File: config.mk
export PLATFORM = sky130hd
export DESIGN_NAME = gsa_outq
export DESIGN_NICKNAME = d
export VERILOG_FILES = /design/src/gsa_pkg.sv /design/src/gsa_outq.sv
export SDC_FILE = /design/constraint.sdc
export NUM_CORES = 1
export LEC_CHECK = 0
export BUFFER_PORTS_ARGS = -buffer_cell sky130_fd_sc_hd__buf_2
export CORE_UTILIZATION = 52
export CTS_CLUSTER_DIAMETER = 80
export CTS_CLUSTER_SIZE = 25
export DETAILED_ROUTE_END_ITERATION = 7
export GPL_TIMING_DRIVEN = 0
export PLACE_DENSITY = 0.83
export SLEW_MARGIN = 20
export SYNTH_ARGS = -nofsm -noshare
export SYNTH_HDL_FRONTEND = slang
export SYNTH_SLANG_ARGS = --single-unit
File: constraint.sdc
create_clock -name clk_i -period 5.9 [get_ports clk_i]
set_clock_uncertainty 0.1 [all_clocks]
set_input_delay 0.885 -clock clk_i [delete_from_list [all_inputs] [get_ports clk_i]]
set_output_delay 0.885 -clock clk_i [all_outputs]
set_load 0.02 [all_outputs]
File: src/gsa_pkg.sv
// Shared types, constants and helpers for the generational slot allocator.
// No dependencies; the design files refer to it by scoped names, the checker and testbench import it.
`timescale 1ns / 1ps

package gsa_pkg;

  localparam int unsigned PERSISTENT_SLOTS = 1024;
  localparam int unsigned TRANSIENT_SLOTS  = 256;
  localparam int unsigned RESERVED_SLOTS   = 2;
  localparam int unsigned TOTAL_SLOTS      = PERSISTENT_SLOTS + TRANSIENT_SLOTS;

  localparam int unsigned SLOT_W   = 11;
  localparam int unsigned STACK_AW = 10;
  localparam int unsigned GEN_W    = 32;
  localparam int unsigned OWNER_W  = 16;
  localparam int unsigned PCAP_W   = 11;
  localparam int unsigned TCAP_W   = 9;
  localparam int unsigned CMD_W    = 3;
  localparam int unsigned CFG_AW   = 3;
  localparam int unsigned CFG_DW   = 16;

  localparam logic [CFG_AW-1:0] CFG_PCAP   = 3'd0;
  localparam logic [CFG_AW-1:0] CFG_TCAP   = 3'd1;
  localparam logic [CFG_AW-1:0] CFG_POISON = 3'd2;
  localparam logic [CFG_AW-1:0] CFG_HEAP   = 3'd3;

  localparam logic [CMD_W-1:0] CMD_CREATE  = 3'd0;
  localparam logic [CMD_W-1:0] CMD_DESTROY = 3'd1;
  localparam logic [CMD_W-1:0] CMD_QUERY   = 3'd2;
  localparam logic [CMD_W-1:0] CMD_RESET   = 3'd3;
  localparam logic [CMD_W-1:0] CMD_RETIRE  = 3'd4;
  localparam logic [CMD_W-1:0] CMD_FLUSH   = 3'd5;

  typedef enum logic [2:0] {
    OP_CREATE  = 3'd0,
    OP_DESTROY = 3'd1,
    OP_QUERY   = 3'd2,
    OP_RESET   = 3'd3,
    OP_RETIRE  = 3'd4,
    OP_FLUSH   = 3'd5,
    OP_NOP     = 3'd6
  } op_e;

  typedef enum logic [2:0] {
    STS_OK        = 3'd0,
    STS_DISABLED  = 3'd1,
    STS_DEAD      = 3'd2,
    STS_PERS_FULL = 3'd3,
    STS_TRAN_FULL = 3'd4,
    STS_DESC_FAIL = 3'd5,
    STS_STALE     = 3'd6,
    STS_TRAN_REJ  = 3'd7
  } status_e;

  typedef struct packed {
    op_e                op;
    logic               want_t;
    logic               alive;
    logic               desc_ok;
    logic [OWNER_W-1:0] owner;
    logic [SLOT_W-1:0]  hslot;
    logic [GEN_W-1:0]   hgen;
  } cmd_t;

  typedef struct packed {
    status_e           status;
    logic [SLOT_W-1:0] slot;
    logic [GEN_W-1:0]  gen;
    logic              trans;
    logic              fv;
    logic [SLOT_W-1:0] ff;
    logic [SLOT_W-1:0] fe;
  } res_t;

  typedef struct packed {
    logic [OWNER_W-1:0] owner;
    logic [GEN_W-1:0]   gen;
    logic               live;
    logic               trans;
  } slot_t;

  function automatic logic [GEN_W-1:0] next_gen(input logic [GEN_W-1:0] g);
    logic [GEN_W-1:0] n;
    n = g + 32'd1;
    return (n == '0) ? 32'd1 : n;
  endfunction

endpackage

File: src/gsa_outq.sv
// Result queue: two entries between the back end and the result ports.
// Depends on gsa_pkg.
`timescale 1ns / 1ps

module gsa_outq (
  input  logic          clk_i,
  input  logic          rst_ni,
  input  logic          push_i,
  input  gsa_pkg::res_t data_i,
  output logic          full_o,
  output logic          empty_o,
  input  logic          pop_i,
  output gsa_pkg::res_t head_o
);

  gsa_pkg::res_t fifo_q [2];
  logic          wp_q, rp_q;
  logic [1:0]    cnt_q;
  logic          wr, rd;

  assign full_o  = (cnt_q == 2'd2);
  assign empty_o = (cnt_q == 2'd0);
  assign wr      = push_i && !full_o;
  assign rd      = pop_i && !empty_o;
  assign head_o  = fifo_q[rp_q];

  always_ff @(posedge clk_i or negedge rst_ni) begin
    if (!rst_ni) begin
      wp_q  <= 1'b0;
      rp_q  <= 1'b0;
      cnt_q <= 2'd0;
    end else begin
      if (wr) wp_q <= !wp_q;
      if (rd) rp_q <= !rp_q;
      cnt_q <= cnt_q + {1'b0, wr} - {1'b0, rd};
    end
  end

  always_ff @(posedge clk_i) begin
    if (wr) fifo_q[wp_q] <= data_i;
  end

endmodule

==> flow_summary.json <==
{
  "gp_congestion": 0.6596,
  "holdBufCountCts": 0,
  "insertion_delay_ns": 0.50,
  "pre_cts_ws_ns": 3.508,
  "critical_path_arrival_ns": 1.70,
  "clock_sinks": 144,
  "grt_pass1_vias": 2751,
  "synthesis.nets": 312,
  "path_class": "flip-flop to primary output",
  "clk_pin_slew_ns": 0.06,
  "ys_warn_count": 0,
  "postRouteAntennaNets": 0,
  "grt_usage_pct": 16.29,
  "fillers": 682,
  "synth_area_sq_um": 5600,
  "min_period_ns": 2.686,
  "dp_hpwl_mm": 5.917,
  "ctsResizeCount": 0,
  "finalHoldViolations": 0,
  "synth_top_family_by_area": "multiplexers",
  "synthSimpleGateAreaFrac_pct": 0.5362,
  "diodes": 0,
  "nets": 479,
  "worstMarginPinSlew_ns": 0.7056,
  "fin_crit_sh_pct": 45.52,
  "timing.final.ws_setup_ns": 3.214,
  "end_kind": "primary output",
  "crit_start": "rp_q$_DFFE_PN0P_",
  "synth_compound_area_share_pct": 0,
  "synthCells": 236,
  "r2r_cells": 4,
  "synth_area_per_cell_sq_um": 23.73,
  "post-route-util_pct": 69.74,
  "final_cell_mix": "145 x buf_2, 140 x edfxtp_1, 69 x mux2_4",
  "ios": 146,
  "gr-total-overflow": 0,
  "die_height_microns": 105.8,
  "yosysUniqueCellTypes": 15,
  "finalPower_uw": 4018,
  "p_leak_uw": 0.002961,
  "ir_drop_uv": 503.8,
  "synth_top_cell_by_area": "edfxtp_1",
  "rows": 37,
  "via_count": 2656,
  "drt-initial-drc-count": 86,
  "die_area_sq_um": 11190,
  "drc": 0,
  "synth_seq_cells": 144,
  "outcome": "completed",
  "io_buffers": 145,
  "reg2reg_from": "cnt_q[1]$_DFF_PN0_",
  "htree_num_levels": 4,
  "setup-tns-final_ns": 0,
  "area_delta_synth_final_pct": 29.13,
  "seq_area_frac_synth_pct": 76.85,
  "crit_path_end": "head_o[36]",
  "cts_inserted_buffers": 17,
  "drive_gt1_share_pct": 62.02,
  "slew_headroom_pct": 52.85,
  "max_freq_mhz": 372.4,
  "dr.pass1.iters": 4,
  "synth_area_leaders": "edfxtp_1 75%, mux2_4 18%, buf_12 2.5%",
  "finalInstanceArea_sq_um": 7232,
  "finalSetupViolCount": 0,
  "grt_start_max_net_pins": 37,
  "synth_mux_area_share_pct": 18.70,
  "maxCapViolations": 0,
  "wl_per_cell_microns": 15.75,
  "worstHoldPathType": "input pin to asynchronous set/reset pin",
  "grt_antenna_before_repair": 0,
  "cts.path.max_buffers": 2,
  "regToRegSetupSlack_ns": 3.95,
  "start_util_pct": 54.01,
  "slew_viol_final": 0,
  "cp.required_ns": 4.91,
  "synth_top_area_share_pct": 75.07,
  "synthAdderAreaFrac_pct": 0.4468,
  "rsz0062_at_grt": "false",
  "rr_endpoint": "fifo_q[0][44]$_DFFE_PP_",
  "pwr_density_cell_nw_per_um2": 555.5,
  "tritoncts": "yes",
  "drt-total-wl_mm": 8.692,
  "final_common_cell": "buf_2",
  "postCtsSetupBuffers": 0,
  "vias_per_cell": 4.812,
  "place_area_sq_um": 6576,
  "cp_max_fo": 10,
  "core-area_sq_um": 10370,
  "synthXorXnorAreaFrac_pct": 0.6256,
  "grt_pass1_wl_mm": 13.20,
  "fp.dieW_microns": 105.8,
  "cts_root_buffer": "clkbuf_8",
  "startpoint_type": "flip-flop"
}
critical path, cell delays in order (launching register included):
cell and delay, ns:
dfrtp_1 0.34, buf_6 0.21, buf_12 0.17, mux2_4 0.31, buf_2 0.16
sequential cells by signal (all words and copies together) (netlist names):
| signal | cells |
|---|---|
| wp_q | 1 |
| fifo_q | 140 |
| cnt_q | 2 |
| rp_q | 1 |
cell usage after synthesis:
master,count
edfxtp_1,140
mux2_4,69
buf_12,7
dfrtp_1,4
xnor2_1,3
ha_1,2
inv_1,2
nor2_1,2
and3_1,1
buf_6,1
mux2_2,1
nand2_1,1
nand2b_1,1
nor2b_1,1
xor2_1,1
metal layers:
layer	share of wire, %	GRT usage (%)	up-vias
met5	0	0	-
met4	1.1	7.738	0
met3	6.2	5.937	9
met2	53	27.59	96
met1	39	18.25	1281
li1	-	-	1270
report_power, final:
| part | internal [uW] | leakage, uW | switching (uW) |
|---|---|---|---|
| Combinational | 671 | 0.00130 | 736 |
| Clock | 775 | 0.000314 | 374 |
| Sequential | 1400 | 0.00135 | 61.8 |
| Total | 2850 | 0.00296 | 1170 |
how the worst min path moves through the flow:
stage,from,to,depth (start not counted)
2_1_floorplan,wp_q$_DFFE_PN0P_,wp_q$_DFFE_PN0P_,1
3_3_place_gp,wp_q$_DFFE_PN0P_,wp_q$_DFFE_PN0P_,1
3_5_place_dp,cnt_q[1]$_DFF_PN0_,cnt_q[1]$_DFF_PN0_,1
4_1_cts,rst_ni,wp_q$_DFFE_PN0P_,1
5_1_grt,rst_ni,wp_q$_DFFE_PN0P_,1
6_report,rst_ni,cnt_q[0]$_DFF_PN0_,1
per-stage QoR:
step | std cells | hold slack [ns]
2_1_floorplan | 236 | 0.3608
3_3_place_gp | 517 | 0.3781
3_5_place_dp | 520 | 0.4307
4_1_cts | 552 | 0.04887
5_1_grt | 552 | 0.05536
6_report | 552 | 0.07811
final cells by class:
| class | count | area (sq um) | share of cell area [%] |
|---|---|---|---|
| sequential | 144 | 4304 | 59.52 |
| multi-input combinational | 82 | 1150 | 15.90 |
| timing repair buffer | 148 | 793.3 | 10.97 |
| clock buffer | 23 | 476.7 | 6.592 |
| clock inverter | 9 | 178.9 | 2.474 |
| tap | 136 | 170.2 | 2.353 |
| buffer | 8 | 151.4 | 2.093 |
| inverter | 2 | 7.507 | 0.1038 |
kinds of logic after synthesis:
family	Yosys count
buf+inv	10
mux	70
xor+xnor	4
simple gates	6
flops	144
fa+ha+maj	2
Power figures use the tool's default switching activity.
