===== config.mk =====
export PLATFORM = sky130hd
export DESIGN_NAME = gsa_front
export DESIGN_NICKNAME = d
export VERILOG_FILES = /design/src/gsa_pkg.sv /design/src/gsa_front.sv
export SDC_FILE = /design/constraint.sdc
export NUM_CORES = 1
export LEC_CHECK = 0
export BUFFER_PORTS_ARGS = -buffer_cell sky130_fd_sc_hd__clkbuf_2
export CORE_UTILIZATION = 52
export CTS_BUF_LIST = sky130_fd_sc_hd__clkbuf_16
export DETAILED_ROUTE_END_ITERATION = 16
export MAX_ROUTING_LAYER = met4
export PLACE_DENSITY = 0.83
export REMOVE_ABC_BUFFERS = 1
export SLEW_MARGIN = 40
export SYNTH_ARGS = -nofsm -noshare
export SYNTH_HDL_FRONTEND = slang
export SYNTH_SLANG_ARGS = --single-unit

===== constraint.sdc =====
create_clock -name clk_i -period 4.9 [get_ports clk_i]
set_clock_uncertainty 0.15 [all_clocks]
set_input_delay 0.49 -clock clk_i [delete_from_list [all_inputs] [get_ports clk_i]]
set_output_delay 0.49 -clock clk_i [all_outputs]
set_load 0.005 [all_outputs]

===== src/gsa_pkg.sv =====
// Shared types, constants and helpers for the generational slot allocator.
// No dependencies; the design files refer to it by scoped names, the checker and testbench import it.
`timescale 1ns / 1ps

package gsa_pkg;

  localparam int unsigned PERSISTENT_SLOTS = 1024;
  localparam int unsigned TRANSIENT_SLOTS  = 256;
  localparam int unsigned RESERVED_SLOTS   = 2;
  localparam int unsigned TOTAL_SLOTS      = PERSISTENT_SLOTS + TRANSIENT_SLOTS;

  localparam int unsigned SLOT_W   = 11;
  localparam int unsigned STACK_AW = 10;
  localparam int unsigned GEN_W    = 32;
  localparam int unsigned OWNER_W  = 16;
  localparam int unsigned PCAP_W   = 11;
  localparam int unsigned TCAP_W   = 9;
  localparam int unsigned CMD_W    = 3;
  localparam int unsigned CFG_AW   = 3;
  localparam int unsigned CFG_DW   = 16;

  localparam logic [CFG_AW-1:0] CFG_PCAP   = 3'd0;
  localparam logic [CFG_AW-1:0] CFG_TCAP   = 3'd1;
  localparam logic [CFG_AW-1:0] CFG_POISON = 3'd2;
  localparam logic [CFG_AW-1:0] CFG_HEAP   = 3'd3;

  localparam logic [CMD_W-1:0] CMD_CREATE  = 3'd0;
  localparam logic [CMD_W-1:0] CMD_DESTROY = 3'd1;
  localparam logic [CMD_W-1:0] CMD_QUERY   = 3'd2;
  localparam logic [CMD_W-1:0] CMD_RESET   = 3'd3;
  localparam logic [CMD_W-1:0] CMD_RETIRE  = 3'd4;
  localparam logic [CMD_W-1:0] CMD_FLUSH   = 3'd5;

  typedef enum logic [2:0] {
    OP_CREATE  = 3'd0,
    OP_DESTROY = 3'd1,
    OP_QUERY   = 3'd2,
    OP_RESET   = 3'd3,
    OP_RETIRE  = 3'd4,
    OP_FLUSH   = 3'd5,
    OP_NOP     = 3'd6
  } op_e;

  typedef enum logic [2:0] {
    STS_OK        = 3'd0,
    STS_DISABLED  = 3'd1,
    STS_DEAD      = 3'd2,
    STS_PERS_FULL = 3'd3,
    STS_TRAN_FULL = 3'd4,
    STS_DESC_FAIL = 3'd5,
    STS_STALE     = 3'd6,
    STS_TRAN_REJ  = 3'd7
  } status_e;

  typedef struct packed {
    op_e                op;
    logic               want_t;
    logic               alive;
    logic               desc_ok;
    logic [OWNER_W-1:0] owner;
    logic [SLOT_W-1:0]  hslot;
    logic [GEN_W-1:0]   hgen;
  } cmd_t;

  typedef struct packed {
    status_e           status;
    logic [SLOT_W-1:0] slot;
    logic [GEN_W-1:0]  gen;
    logic              trans;
    logic              fv;
    logic [SLOT_W-1:0] ff;
    logic [SLOT_W-1:0] fe;
  } res_t;

  typedef struct packed {
    logic [OWNER_W-1:0] owner;
    logic [GEN_W-1:0]   gen;
    logic               live;
    logic               trans;
  } slot_t;

  function automatic logic [GEN_W-1:0] next_gen(input logic [GEN_W-1:0] g);
    logic [GEN_W-1:0] n;
    n = g + 32'd1;
    return (n == '0) ? 32'd1 : n;
  endfunction

endpackage


===== src/gsa_front.sv =====
// Front end: takes input transactions, decodes the command and queues them.
// Depends on gsa_pkg.
`timescale 1ns / 1ps

module gsa_front (
  input  logic                        clk_i,
  input  logic                        rst_ni,
  input  logic                        push_i,
  output logic                        full_o,
  input  logic                        hold_i,
  input  logic [gsa_pkg::CMD_W-1:0]   cmd_i,
  input  logic                        want_transient_i,
  input  logic                        resource_alive_i,
  input  logic                        descriptor_ok_i,
  input  logic [gsa_pkg::OWNER_W-1:0] owner_resource_i,
  input  logic [gsa_pkg::SLOT_W-1:0]  handle_slot_i,
  input  logic [gsa_pkg::GEN_W-1:0]   handle_gen_i,
  output logic                        cq_valid_o,
  input  logic                        cq_ready_i,
  output gsa_pkg::cmd_t               cq_data_o
);

  gsa_pkg::cmd_t fifo_q [2];
  logic          wp_q, rp_q;
  logic [1:0]    cnt_q;
  gsa_pkg::op_e  op;
  logic          wr, rd;

  always_comb begin
    unique case (cmd_i)
      gsa_pkg::CMD_CREATE:  op = gsa_pkg::OP_CREATE;
      gsa_pkg::CMD_DESTROY: op = gsa_pkg::OP_DESTROY;
      gsa_pkg::CMD_QUERY:   op = gsa_pkg::OP_QUERY;
      gsa_pkg::CMD_RESET:   op = gsa_pkg::OP_RESET;
      gsa_pkg::CMD_RETIRE:  op = gsa_pkg::OP_RETIRE;
      gsa_pkg::CMD_FLUSH:   op = gsa_pkg::OP_FLUSH;
      default:              op = gsa_pkg::OP_NOP;
    endcase
  end

  assign full_o     = (cnt_q == 2'd2) || hold_i;
  assign wr         = push_i && !full_o;
  assign cq_valid_o = (cnt_q != 2'd0);
  assign rd         = cq_valid_o && cq_ready_i;
  assign cq_data_o  = fifo_q[rp_q];

  always_ff @(posedge clk_i or negedge rst_ni) begin
    if (!rst_ni) begin
      wp_q  <= 1'b0;
      rp_q  <= 1'b0;
      cnt_q <= 2'd0;
    end else begin
      if (wr) wp_q <= !wp_q;
      if (rd) rp_q <= !rp_q;
      cnt_q <= cnt_q + {1'b0, wr} - {1'b0, rd};
    end
  end

  always_ff @(posedge clk_i) begin
    if (wr) begin
      fifo_q[wp_q] <= '{op: op, want_t: want_transient_i, alive: resource_alive_i,
                        desc_ok: descriptor_ok_i, owner: owner_resource_i,
                        hslot: handle_slot_i, hgen: handle_gen_i};
    end
  end

endmodule


==> qor.csv <==
metric;value;unit
outcome;complete, no violations;
max-slew-margin-rel;48.2;%
worst_pin_slew;0.775;ns
hold_violations;0;
p_leak;2.60;nW
ctsHtreeMaxLevel;4;
synth_seq_cells;134;
critical_path_class;reg -> reg;
netlist_instances;224;
rsz0062_at_grt;false;
coreArea;9330;µm²
cp_top_family;simple AND/OR/NAND/NOR gates;
required;4.79;ns
max-vdd-ir-drop;0.409;mV
io_buffers;136;
grt_pass1_wl;11.8;mm
cts_resized;0;
fin_nets;447;
clock-sinks;134;
avgSynthCellArea;22.7;µm²
grt_antenna_before_repair;0;
grt_max_degree;40;
drive_above_1_share;61.5;%
layout_commonest_cell;clkbuf_2;
cap_viol_max_count;0;
wirelength;8.26;mm
grt_pass1_vias;2400;
fp.dieH;101;µm
cp_slowest_cell;nor2_4;
num_vias;2503;
root_buffer;clkbuf_16;
viasPerCell;4.85;
regArea;4010;µm²
post-route-period-util;51.8;%
multi_input_area;1000;µm²
layout_common_cells;clkbuf_2, edfxtp_1, mux2_4, mux2_2, clkbuf_16;
synth_edf_count;130;
start_kind;flip-flop;
first_pass_iters;4;
netlist_area;5070;µm²
setup_tns;0;ns
hold_path.class;in -> reg;
ys_seq_area_share;78.9;%
drt_iter0_drc;121;
die_area;10200;µm²
postCtsSetupBuffers;0;
clockBufferDepth;2;
place_hpwl;5.57;mm
finalSetupViolCount;0;
gp_congestion;0.731;
floorplan.initialDensity;54.4;%
slew_violations;0;
wl_per_cell;16.0;µm
max_stage_delay;0.68;ns
grt_use_total;17.0;%
area_growth;28.5;%
max_freq;0.394;GHz
cp.arrival;2.43;ns
postRouteAntennaNets;0;
async_flop_share;2.99;%
period_needed;2.54;ns
numCtsBuffers;17;
num_antenna_cells;0;
cp-end-kind;flip-flop;
synth_flop_cell;edfxtp_1;
grt.overflow.total;0;
ys_warn_count;0;
clk_pin_slew;0.05;ns
yosysUniqueCellTypes;17;
path_buf_inv;1;
drc;0;
pin_count;137;
die_x;101;µm
layoutNonFillerInstCount;516;
place_inst;484;
rows;35;
path_max_fanout;38;
power_density;556;nW/µm²
fillers;620;
worstSkewPairLatency;0.40;ns
cts_tree;built;
path_cells;nand2b_1, nand3b_1, nor2_4, buf_4;
-- Yosys cell counts (2+ instances only) --
| cell | number | area share [%] |
|---|---|---|
| edfxtp_1 | 130 | 77 |
| mux2_4 | 40 | 12 |
| mux2_2 | 25 | 5.5 |
| buf_6 | 5 | 1.1 |
| dfrtp_1 | 4 | 2.0 |
| xnor2_1 | 3 | 0.52 |
| buf_2 | 2 | 0.20 |
| clkbuf_1 | 2 | 0.15 |
| ha_1 | 2 | 0.49 |
| inv_1 | 2 | 0.15 |
| nand2b_1 | 2 | 0.25 |
| nor2_1 | 2 | 0.15 |
-- worst reg2reg max path, cell delays in order, from the launching register on --
cell	delay, ns
dfrtp_1	0.40
nand2b_1	0.11
nand3b_1	0.25
nor2_4	0.68
buf_4	0.58
-- final cells by class --
cell class	count	area share [%]
Sequential cell	134	61.5
Multi-Input combinational cell	79	15.4
Timing Repair Buffer	141	11.6
Clock buffer	17	6.52
Clock inverter	14	2.48
Tap cell	129	2.48
Inverter	2	0.115
-- registers in the layout, indices dropped and copies added (netlist names) --
| name | cells |
|---|---|
| wp_q | 1 |
| cnt_q | 2 |
| rp_q | 1 |
| fifo_q | 130 |
-- stage by stage --
stage	area [µm²]	hold slack, ns	power (mW)	setup WS, ns	util (%)
2_1_floorplan	5000	0.0444	2.11	0.807	-
3_3_place_gp	5880	0.152	2.38	2.22	63.0
3_5_place_dp	5920	0.153	2.43	2.20	63.5
4_1_cts	6520	0.109	3.67	2.32	69.9
5_1_grt	6520	0.109	3.77	2.18	69.9
6_report	6520	0.126	3.62	2.36	69.9
-- where the power goes --
| group | total (mW) | internal [mW] | leakage (nW) | switching [mW] |
|---|---|---|---|---|
| clock | 1.23 | 0.792 | 0.282 | 0.435 |
| combinational | 0.882 | 0.509 | 1.08 | 0.373 |
| sequential | 1.52 | 1.43 | 1.23 | 0.0823 |
| total | 3.62 | 2.73 | 2.60 | 0.890 |
-- final timing paths --
check	startpoint	slack, ns	endpoint	cells after the start
worst max-delay path	cnt_q[1]	2.36	fifo_q[1][11]	4
worst min-delay path	descriptor_ok_i	0.13	fifo_q[0][59]	1
worst max register to register	cnt_q[1]	2.36	fifo_q[1][11]	4
worst min register to register	cnt_q[1]	0.36	cnt_q[1]	1
max in group asynchronous	rst_ni	4.19	rp_q	2
min in group asynchronous	rst_ni	0.27	cnt_q[1]	2
-- cell families after synthesis --
group / Yosys count / synth area share (%)
XOR/XNOR: 4 / 0.690
buffers and inverters: 11 / 1.60
AND/OR/NAND/NOR: 7 / 0.789
flip-flops: 134 / 78.9
multiplexers: 65 / 17.4
adder cells (fa/ha/maj): 2 / 0.493
AO/OA/AOI/OAI: 1 / 0.148
-- metal layers --
layer  GRT usage [%]  vias to the layer above  wire length [µm]
li1                -                     1180                 -
met1            20.7                     1207              3670
met2            26.0                      108              3950
met3            5.96                        8               544
met4            7.36                        0                89
met5               -                        -                 0
-- timing repair --
| item | 4_1_cts | 5_1_grt |
|---|---|---|
| endpoints found under the hold margin | 4 | 0 |
| hold buffers | 1 | 0 |
| endpoints found under the setup margin | 0 | 0 |
No activity file was read; power rests on OpenSTA's default activity.
